==> config.mk <==
export PLATFORM = sky130hd
export DESIGN_NAME = tpsc_datapath
export DESIGN_NICKNAME = d
export VERILOG_FILES = /design/src/hdl/tpsc_pkg.sv /design/src/hdl/tpsc_datapath.sv
export SDC_FILE = /design/constraint.sdc
export NUM_CORES = 1
export LEC_CHECK = 0
export ABC_AREA = 1
export BUFFER_PORTS_ARGS = -buffer_cell sky130_fd_sc_hd__buf_2
export CORE_ASPECT_RATIO = 2
export CORE_MARGIN = 3
export CORE_UTILIZATION = 35
export CTS_BUF_LIST = sky130_fd_sc_hd__clkbuf_16
export CTS_CLUSTER_DIAMETER = 40
export DETAILED_ROUTE_END_ITERATION = 12
export GPL_ROUTABILITY_DRIVEN = 0
export PLACE_DENSITY = 0.6
export SLEW_MARGIN = 30
export SYNTH_ARGS = -nofsm -noshare
export SYNTH_HDL_FRONTEND = slang
export SYNTH_SLANG_ARGS = --single-unit
==> constraint.sdc <==
create_clock -name clk -period 9.3 [get_ports clk]
set_input_delay 0.93 -clock clk [delete_from_list [all_inputs] [get_ports clk]]
set_output_delay 0.93 -clock clk [all_outputs]
set_load 0.02 [all_outputs]
==> src/hdl/tpsc_pkg.sv <==
// Shared types, constants and the CRC step for the scratchpad checker.
package tpsc_pkg;

  // Result status codes
  localparam logic [2:0] STAT_OK        = 3'd0;
  localparam logic [2:0] STAT_NO_SENSOR = 3'd1;
  localparam logic [2:0] STAT_CRC       = 3'd2;
  localparam logic [2:0] STAT_STUCK_LOW = 3'd3;
  localparam logic [2:0] STAT_NO_RESP   = 3'd4;

  // Input command codes
  localparam logic CMD_NO_PRESENCE = 1'b0;
  localparam logic CMD_BYTE        = 1'b1;

  // Frame and conversion constants
  localparam logic [7:0]  CRC_POLY    = 8'h8C;
  localparam logic [7:0]  BYTE_ONES   = 8'hFF;
  localparam logic [7:0]  BYTE_ZERO   = 8'h00;
  localparam logic signed [16:0] F_OFFSET = 17'sd320;
  // floor(m / 5) == (m * RECIP5) >> RECIP5_SHIFT for m < 2**22
  localparam logic [19:0] RECIP5       = 20'd838861;
  localparam int          RECIP5_SHIFT = 22;

  // Controller states
  typedef enum logic [1:0] {
    ST_IDLE,
    ST_SCALE,
    ST_MUL9,
    ST_OUT
  } state_t;

  // Commands from the controller to the datapath
  typedef struct packed {
    logic take;      // input transaction this cycle
    logic scale_en;  // register celsius tenths
    logic mul9_en;   // register |c * 9| and its sign
    logic load_out;  // load the output register
  } ctrl_cmd_t;

  // Status from the datapath to the controller
  typedef struct packed {
    logic has_result;  // current input item closes a frame or reports no presence
  } dp_status_t;

  // One byte of reflected CRC-8, LSB first
  function automatic logic [7:0] crc8_byte(input logic [7:0] crc_in, input logic [7:0] b);
    logic [7:0] c;
    logic       mix;
    c = crc_in;
    for (int k = 0; k < 8; k++) begin
      mix = c[0] ^ b[k];
      c = {1'b0, c[7:1]};
      if (mix) begin
        c = c ^ CRC_POLY;
      end
    end
    return c;
  endfunction

endpackage

==> src/hdl/tpsc_datapath.sv <==
// Datapath: frame accumulators, frame judgement, temperature conversion, output register.
module tpsc_datapath (
  input  logic                  clk,
  input  logic                  rst,
  input  logic                  cmd,
  input  logic [7:0]            data_byte,
  input  tpsc_pkg::ctrl_cmd_t   ctrl_cmd,
  output tpsc_pkg::dp_status_t  dp_status,
  output logic [2:0]            status,
  output logic signed [15:0]    raw_temp,
  output logic signed [15:0]    celsius_tenths,
  output logic signed [16:0]    fahrenheit_tenths
);

  // Frame state
  logic [3:0] byte_count;
  logic [7:0] crc_reg;
  logic [7:0] and_acc;
  logic [7:0] or_acc;
  logic [7:0] temp_low_byte;
  logic [7:0] temp_high_byte;

  // Conversion pipeline
  logic [2:0]          stat_r;
  logic signed [15:0]  raw_r;
  logic signed [15:0]  c10_r;
  logic [17:0]         mag_r;
  logic                neg_r;

  logic                last_byte;
  logic [7:0]          all_and;
  logic [7:0]          all_or;
  logic [2:0]          frame_stat;
  logic signed [19:0]  raw_x10;
  logic signed [19:0]  raw_x10_adj;
  logic signed [19:0]  c_x9;
  logic [19:0]         c_x9_abs;
  logic [37:0]         q_prod;
  logic [15:0]         q;
  logic signed [16:0]  q_signed;

  assign last_byte            = byte_count[3];
  assign dp_status.has_result = (cmd == tpsc_pkg::CMD_NO_PRESENCE) || last_byte;

  // Judge the frame on its ninth byte
  assign all_and = and_acc & data_byte;
  assign all_or  = or_acc | data_byte;
  always_comb begin
    priority if (all_or == tpsc_pkg::BYTE_ZERO) begin
      frame_stat = tpsc_pkg::STAT_STUCK_LOW;
    end else if (all_and == tpsc_pkg::BYTE_ONES) begin
      frame_stat = tpsc_pkg::STAT_NO_RESP;
    end else if (crc_reg != data_byte) begin
      frame_stat = tpsc_pkg::STAT_CRC;
    end else begin
      frame_stat = tpsc_pkg::STAT_OK;
    end
  end

  // Frame accumulators; cleared on reset, at frame end and on presence failure
  always_ff @(posedge clk) begin
    if (rst || (ctrl_cmd.take && dp_status.has_result)) begin
      byte_count     <= 4'd0;
      crc_reg        <= tpsc_pkg::BYTE_ZERO;
      and_acc        <= tpsc_pkg::BYTE_ONES;
      or_acc         <= tpsc_pkg::BYTE_ZERO;
      temp_low_byte  <= tpsc_pkg::BYTE_ZERO;
      temp_high_byte <= tpsc_pkg::BYTE_ZERO;
    end else if (ctrl_cmd.take) begin
      byte_count <= byte_count + 4'd1;
      crc_reg    <= tpsc_pkg::crc8_byte(crc_reg, data_byte);
      and_acc    <= and_acc & data_byte;
      or_acc     <= or_acc | data_byte;
      if (byte_count == 4'd0) begin
        temp_low_byte <= data_byte;
      end
      if (byte_count == 4'd1) begin
        temp_high_byte <= data_byte;
      end
    end
  end

  // Capture status and raw value; a zero raw value yields the error fields
  always_ff @(posedge clk) begin
    if (ctrl_cmd.take && dp_status.has_result) begin
      if (cmd == tpsc_pkg::CMD_NO_PRESENCE) begin
        stat_r <= tpsc_pkg::STAT_NO_SENSOR;
        raw_r  <= 16'sd0;
      end else begin
        stat_r <= frame_stat;
        raw_r  <= (frame_stat == tpsc_pkg::STAT_OK) ?
                  $signed({temp_high_byte, temp_low_byte}) : 16'sd0;
      end
    end
  end

  // Celsius tenths: raw * 10 / 16, truncated toward zero
  assign raw_x10     = (20'(raw_r) <<< 3) + (20'(raw_r) <<< 1);
  assign raw_x10_adj = raw_x10 + (raw_x10[19] ? 20'sd15 : 20'sd0);

  // c * 9 split into magnitude and sign for the divide by five
  assign c_x9     = (20'(c10_r) <<< 3) + 20'(c10_r);
  assign c_x9_abs = c_x9[19] ? 20'(-c_x9) : c_x9;

  always_ff @(posedge clk) begin
    if (ctrl_cmd.scale_en) begin
      c10_r <= raw_x10_adj[19:4];
    end
    if (ctrl_cmd.mul9_en) begin
      mag_r <= c_x9_abs[17:0];
      neg_r <= c_x9[19];
    end
  end

  // Divide by five through the reciprocal, restore sign, add the offset
  assign q_prod   = 38'(mag_r) * 38'(tpsc_pkg::RECIP5);
  assign q        = q_prod[tpsc_pkg::RECIP5_SHIFT +: 16];
  assign q_signed = neg_r ? -$signed({1'b0, q}) : $signed({1'b0, q});

  // Output register
  always_ff @(posedge clk) begin
    if (ctrl_cmd.load_out) begin
      status            <= stat_r;
      raw_temp          <= raw_r;
      celsius_tenths    <= c10_r;
      fahrenheit_tenths <= q_signed + tpsc_pkg::F_OFFSET;
    end
  end

endmodule

# Word level (Yosys, flattened, before mapping)
# Index checks and enable logic that the tools add are counted.
# W data, S select, Z words.
totals:
  regBits: 150
  latch_bits: 0
  ram_bits: 0
  mem_bits_ro: 0
  output_inout_bits: 53
  wordCells: 82
  mem_count: 0
op_classes:
  add_sub_neg: 7
  n_mul: 1
  n_div: 0
  order_cmp: 0
  eq_ne: 3
  shifts: 0
  n_mux: 28
  n_bitwise: 19
  n_reduce_logical: 9
ops:
  columns: ["operator", "count"]
  rows:
  - ["$mux W8", 22]
  - ["$mul A18 B20 Y38 const B", 1]
  - ["$not A2 Y3", 8]
  - ["$add A19 B16 Y20", 1]
  - ["$add A19 B17 Y20", 1]
  - ["$add A20 B5 Y20", 1]
  - ["$mux W18", 1]
  - ["$neg A18 Y18", 1]
  - ["$add A17 B10 Y17 const B", 1]
  - ["$mux W17", 1]
  - ["$neg A16 Y17", 1]
  - ["$and A8 B8 Y8", 1]
  - ["$eq A8 B8 Y1 const B", 1]
  - ["$logic_not A8 Y1", 1]
  - ["$ne A8 B8 Y1", 1]
  - ["$or A8 B8 Y8", 1]
  - ["$xor A1 B1 Y1", 8]
  - ["$mux W3", 2]
  - ["$reduce_and A2 Y1", 3]
  - ["$add A4 B1 Y4 const B", 1]
  - ["$eq A4 B1 Y1 const B", 1]
  - ["$logic_not A4 Y1", 1]
  - ["$mux W4", 1]
  - ["$logic_not A3 Y1", 1]
  - ["other kinds (4)", 5]

# Depth between registers and ports, before layout
# Gate-level depths: netlist (run 1).
logic_depth:
  ltp_word: 31
  ltp_mapped: 39

# Worst setup path after synthesis (run 1)
# No wires, ideal clock.
synth_timing:
  kind: "reg2reg"
  startpoint: "register mag_r[10]"
  endpoint: "register fahrenheit_tenths[12], data pin"
  arrival_time_ps: 5743
  required_ps: 9039
  path_slack_ps: 3297
  path_stages_with_launch: 34
  n_path_buf: 0
  period_less_slack_ps: 6003
  path_cell_list: "edfxtp_1 > inv_1 > ha_1 > fa_1 > inv_1 > fa_1 > inv_1 > fa_1 > inv_1 > fa_1 > inv_1 > fa_1 > inv_1 > ha_1 > nand2_1 > nor2_1 > inv_2 > nor2_2 > nand3_1 > nand3_1 > nand2_1 > nand2_2 > ha_1 > nand3_1 > nor2_1 > nand2_2 > nand3_1 > nand2_1 > ha_1 > inv_1 > nand2_1 > nand2_2 > nor2_4 > xor2_1"
synth_between:
  elab_chain_cells: 4
synth_rtl:
  columns: ["element", "line", "source"]
  rows:
  - ["start: declaration", "tpsc_datapath.sv:27", "logic [17:0] mag_r;"]
  - ["start signal: assignment", "tpsc_datapath.sv:110", "mag_r <= c_x9_abs[17:0];"]
  - ["$mul A18 B20 Y38 *", "tpsc_datapath.sv:116", "assign q_prod = 38'(mag_r) * 38'(tpsc_pkg::RECIP5);"]
  - ["$neg A16 Y17", "tpsc_datapath.sv:118", "assign q_signed = neg_r ? -$signed({1'b0, q}) : $signed({1'b0, q});"]
  - ["$mux W17 *", "tpsc_datapath.sv:118", null]
  - ["$add A17 B10 Y17 *", "tpsc_datapath.sv:126", "fahrenheit_tenths <= q_signed + tpsc_pkg::F_OFFSET;"]
  - ["end signal: assignment", "tpsc_datapath.sv:126", null]
  - ["end: declaration", "tpsc_datapath.sv:12", "output logic signed [16:0] fahrenheit_tenths"]
# Every way passes the cells marked *; elsewhere a longest branch is shown, timed or not.
# A chain may end at the register's enable or synchronous reset.

# Worst setup path in the final report (run 1)
layout_timing:
  startpoint: "register mag_r[14]"
  endpoint: "register fahrenheit_tenths[16], data pin"
# The elaborated chain is that of the path after synthesis.

==> impl_metrics.env, run 1 <==
export IMPL_status="complete, no violations"
export IMPL_wl_per_cell_um=15.7
export IMPL_skew_ps=11.2
export IMPL_async_flop_share_pct=0
export IMPL_syn_inst=1679
export IMPL_worstPathArrival_ps=7200
export IMPL_cts_sinks=150
export IMPL_period_share_pct=75.3
export IMPL_dr_pass1_iters=4
export IMPL_vias=10769
export IMPL_critical_path_max_stage_delay_ps=630
export IMPL_cts_clk_slew_worst_paths_ps=70
export IMPL_core_rowCount=102
export IMPL_post_cts_setup_buffer_count=0
export IMPL_start_kind="flip-flop"
export IMPL_worstMarginPinSlew_ps=856
export IMPL_die_w_um=147
export IMPL_endpoint_kind="flip-flop"
export IMPL_cts_buffer_depth=2
export IMPL_top_register="mag_r"
export IMPL_hold_viol_final=0
export IMPL_dieArea_um2=42300
export IMPL_cp_required_ps=9500
export IMPL_final_cell_mix="inv_1, nand2_1, ha_1"
export IMPL_largestRegisters="mag_r (18), fahrenheit_tenths (17)"
export IMPL_crit_slowest_cell="fa_1"
export IMPL_drt_initial_drc_count=339
export IMPL_synth_seq_cells=150
export IMPL_ant_nets=0
export IMPL_rsz0062_at_grt="no"
export IMPL_drv_cap=0
export IMPL_met3_usage_pct=2.72
export IMPL_overflow=0
export IMPL_grt_pass1_wl_um=58200
export IMPL_grt_pass1_vias=11577
export IMPL_clock_latency_ps=440
export IMPL_cts_made_buffers=17
export IMPL_fmax_mhz=143
export IMPL_ys_flop_type="edfxtp_1"
export IMPL_r2r_start="mag_r[14]$_DFFE_PP_"
export IMPL_syn2layout_area_growth_pct=11.2
export IMPL_hold_class="flip-flop to flip-flop"
export IMPL_setup_violations=0
export IMPL_layout_commonest_cell="inv_1"
export IMPL_use_met1_pct=15.2
export IMPL_drcViolationCount=0
export IMPL_synth_nets=1954
export IMPL_io_buffers=67
export IMPL_via_per_inst=4.71
export IMPL_clockRootBuffer="clkbuf_16"
export IMPL_ctsResizeCount=0
export IMPL_core_area_um2=38900
export IMPL_antenna_found_initial=0
export IMPL_cts_tree="built"
export IMPL_pin_count=68
export IMPL_path_max_fanout=5
export IMPL_initial_core_util_pct=35.7
export IMPL_nNetsFinal=2028
export IMPL_grt_busiest_layer="met2"
export IMPL_hold_buffers=0
export IMPL_hpwl_um=30600
export IMPL_hp_start="stat_r[1]$_SDFFCE_PN0P_"
export IMPL_wl_um=35900
export IMPL_use_met2_pct=36.1
export IMPL_fp_dieH_um=288
export IMPL_yosys_warnings=0
export IMPL_period_minus_slack_ps=7000
export IMPL_h_tree_depth=4
export IMPL_grt_max_degree=53
export IMPL_syn_area_per_cell_um2=8.28
export IMPL_startpoint="mag_r[14]$_DFFE_PP_"
export IMPL_syn_area_um2=13900
export IMPL_grt_use_total_pct=17.7
export IMPL_fin_setup_tns_ps=0
export IMPL_path_class="flip-flop to flip-flop"
export IMPL_n_antenna_cell=0
export IMPL_synth_edff_count=106
export IMPL_finalMaxSlewViolations=0
export IMPL_synth_seq_area_share_pct=29.2
export IMPL_largest_reg_flops=18
export IMPL_drive_above_1_share_pct=9.80
export IMPL_slew_headroom_pct=42.9
export IMPL_yosys_cell_types_count=43
## through the flow
step                worst slack (ps)  hold slack [ps]  util, %  std cells  cell area, um^2
floorplan                       3300              400        -       1679            13900
global placement                2280              403     38.2       2254            14900
detailed placement              2240              418     38.2       2254            14900
CTS                             2200              418     39.7       2286            15500
global route                    1850              431     39.7       2286            15500
finish                          2300              419     39.7       2286            15500
## layout make-up
cell class	instances	area, um^2
fillers	3923	23500
multi-input cells	1118	8300
flip-flops and latches	150	4060
inverters	397	1490
well taps	520	651
clock buffers	17	425
repair buffers	69	350
clock inverters	15	190
## metal layers
layer / routed length (um) / part of all wire (%)
met1: 11600 / 32
met2: 20500 / 57
met3: 1040 / 2.9
met4: 2740 / 7.6
met5: 0 / 0
## final timing paths
path,end,slack (ps),cells after the start
worst min-delay path,status[1]$_DFFE_PP_,420,0
worst max register to register,fahrenheit_tenths[16]$_DFFE_PP_,2300,34
worst min register to register,status[1]$_DFFE_PP_,420,0
worst max-delay path,fahrenheit_tenths[16]$_DFFE_PP_,2300,34
## cells in the mapped netlist, drive strengths merged, types with 4 or more instances
library cell,instances,area share (%)
dfxtp,44,6.3
nor3,12,0.55
nor4,7,0.31
edfxtp,106,23
nand4,24,1.1
o21bai,4,0.24
a21o,4,0.22
a21oi,78,2.9
o21ai,61,2.2
nand3,69,2.8
nor2,127,4.1
clkbuf,12,0.32
nand2,361,10
xor2,55,3.5
or2,4,0.18
inv,397,11
nand3b,5,0.27
xnor2,30,1.9
fa,93,13
o211ai,6,0.36
ha,167,15
## critical path, delay by kind of cell, from the launching register on
kind / cells / cell delay, ps
buffers and inverters: 8 / 510
adders and majority gates: 9 / 3850
and+or+nand+nor: 17 / 1870
DFF: 1 / 510
## logic make-up (layout without fill, tap and decap cells)
kind of cell	count (synthesis)	count (layout)	share of synthesized area (%)
AO/OA/AOI/OAI	160	160	6.26
XOR/XNOR	85	85	5.35
adder cells (fa/ha/maj)	260	260	28.4
buffers and inverters	411	498	11.1
flip-flops	150	150	29.2
AND/OR/NAND/NOR	613	613	19.7
Power of run 1 is left out: the tool's default activity adds up to more than one toggle a clock period on the data nets, which glitch-free logic cannot reach.
==> run 2, diff against run 1 <==
- clock period: 9.3 -> 6.8 ns (I/O delays scaled with it)
==> impl_metrics.env, run 2 (synthesis gave the netlist of run 1 again) <==
export IMPL_status="complete, no violations"
export IMPL_core_rowCount=102
export IMPL_cts_made_buffers=17
export IMPL_period_minus_slack_ps=6520
export IMPL_hold_buffers=0
export IMPL_core_area_um2=38900
export IMPL_wl_per_cell_um=15.8
export IMPL_grt_use_total_pct=17.7
export IMPL_fp_dieH_um=288
export IMPL_hpwl_um=30700
export IMPL_clockRootBuffer="clkbuf_16"
export IMPL_slew_headroom_pct=41.9
export IMPL_cts_sinks=150
export IMPL_period_share_pct=95.9
export IMPL_dieArea_um2=42300
export IMPL_reg2reg_slack_ps=280
export IMPL_start_kind="flip-flop"
export IMPL_grt_pass1_vias=11526
export IMPL_worstPathArrival_ps=6710
export IMPL_pin_count=68
export IMPL_h_tree_depth=4
export IMPL_cts_tree="built"
export IMPL_drcViolationCount=0
export IMPL_endpoint_kind="flip-flop"
export IMPL_cp_common_cell="nand2_2"
export IMPL_wl_um=36500
export IMPL_grt_pass1_wl_um=57900
export IMPL_dr_pass1_iters=5
export IMPL_largestRegisters="mag_r (18), fahrenheit_tenths (17)"
export IMPL_fmax_mhz=153
export IMPL_drv_cap=0
export IMPL_layout_commonest_cell="inv_1"
export IMPL_die_w_um=147
export IMPL_cp_required_ps=6990
export IMPL_grt_max_degree=53
export IMPL_io_buffers=67
export IMPL_worstMarginPinSlew_ps=871
export IMPL_drive_above_1_share_pct=13.0
export IMPL_met1Wirelength_um=11700
export IMPL_path_max_fanout=5
export IMPL_top_register="mag_r"
export IMPL_cts_buffer_depth=2
export IMPL_hold_viol_final=0
export IMPL_skew_ps=13.0
export IMPL_hold_class="flip-flop to flip-flop"
export IMPL_met3WireLength_um=1170
export IMPL_cts_clk_slew_worst_paths_ps=70
export IMPL_largest_reg_flops=18
export IMPL_overflow=0
export IMPL_crit_slowest_cell="fa_2"
export IMPL_route_met2_wl_um=20900
export IMPL_drt_initial_drc_count=358
export IMPL_nNetsFinal=2049
export IMPL_routed_top_layer="met4"
export IMPL_antenna_found_initial=0
export IMPL_n_antenna_cell=0
export IMPL_post_route_util_pct=40.7
export IMPL_vias=10977
export IMPL_setup_violations=0
export IMPL_syn2layout_area_growth_pct=13.9
export IMPL_clock_latency_ps=440
export IMPL_path_class="flip-flop to flip-flop"
export IMPL_critical_path_max_stage_delay_ps=570
export IMPL_final_cell_mix="inv_1, nand2_1, ha_1"
export IMPL_finalMaxSlewViolations=0
export IMPL_initial_core_util_pct=35.7
export IMPL_via_per_inst=4.76
export IMPL_ant_nets=0
run 2: changes by cell type in the layout (fill, tap and decap cells not counted), moves of 3 or more:
cell	change
buf_4	+21
inv_1	-3
fa_1	-5
inv_2	+3
nand2_2	+7
ha_1	-13
nor2_4	+3
ha_4	+11
inv_6	-3
nand2_1	-9
nor2_1	-4
fa_2	+5
run 2: worst paths after layout:
check	cells after the start	end	startpoint
min	0	status[2]$_DFFE_PP_	stat_r[2]$_SDFFCE_PN0P_
max reg2reg	32	fahrenheit_tenths[12]$_DFFE_PP_	mag_r[3]$_DFFE_PP_
min reg2reg	0	status[2]$_DFFE_PP_	stat_r[2]$_SDFFCE_PN0P_
max	32	fahrenheit_tenths[12]$_DFFE_PP_	mag_r[3]$_DFFE_PP_
run 2: final cells by class:
| cell class | instances | area (um^2) |
|---|---|---|
| clock buffer | 17 | 425 |
| clock inverter | 14 | 143 |
| fill | 3882 | 23100 |
| inverter | 397 | 1490 |
| multi-input combinational | 1118 | 8560 |
| sequential | 150 | 4060 |
| tap | 520 | 651 |
| timing repair buffer | 90 | 508 |
run 2: per-stage QoR:
step	worst slack (ps)	cell area [um^2]	setup TNS (ps)	hold WS (ps)	cells
2_1_floorplan	797	13900	0	400	1679
3_3_place_gp	-106	14900	-192	404	2256
3_5_place_dp	-143	14900	-423	419	2256
4_1_cts	3.31	15500	0	417	2289
5_1_grt	-21.1	15800	-21.1	424	2306
6_report	280	15800	0	414	2306
run 2: per-layer routing:
layer,GRT usage [%],up-vias
met5,0,-
met4,12.2,0
met3,2.38,113
met2,36.2,241
met1,15.1,5160
li1,-,5463
run 2: what timing repair did:
| action | CTS | global route |
|---|---|---|
| hold endpoints to repair | 0 | 0 |
| pin swaps | 0 | 15 |
| buffers inserted | 2 | 17 |
| endpoints found under the setup margin | 6 | 9 |
| resized for setup | 2 | 49 |
run 2: worst max-delay path: cells and delay by family, from the launching register on:
| kind | cells | cell delay [ps] |
|---|---|---|
| and+or+nand+nor | 14 | 1340 |
| adders and majority gates | 9 | 3590 |
| buffers and inverters | 8 | 690 |
| DFF | 1 | 510 |
| xor gates and xnor gates | 1 | 130 |
Power of run 2 is left out for the same reason.
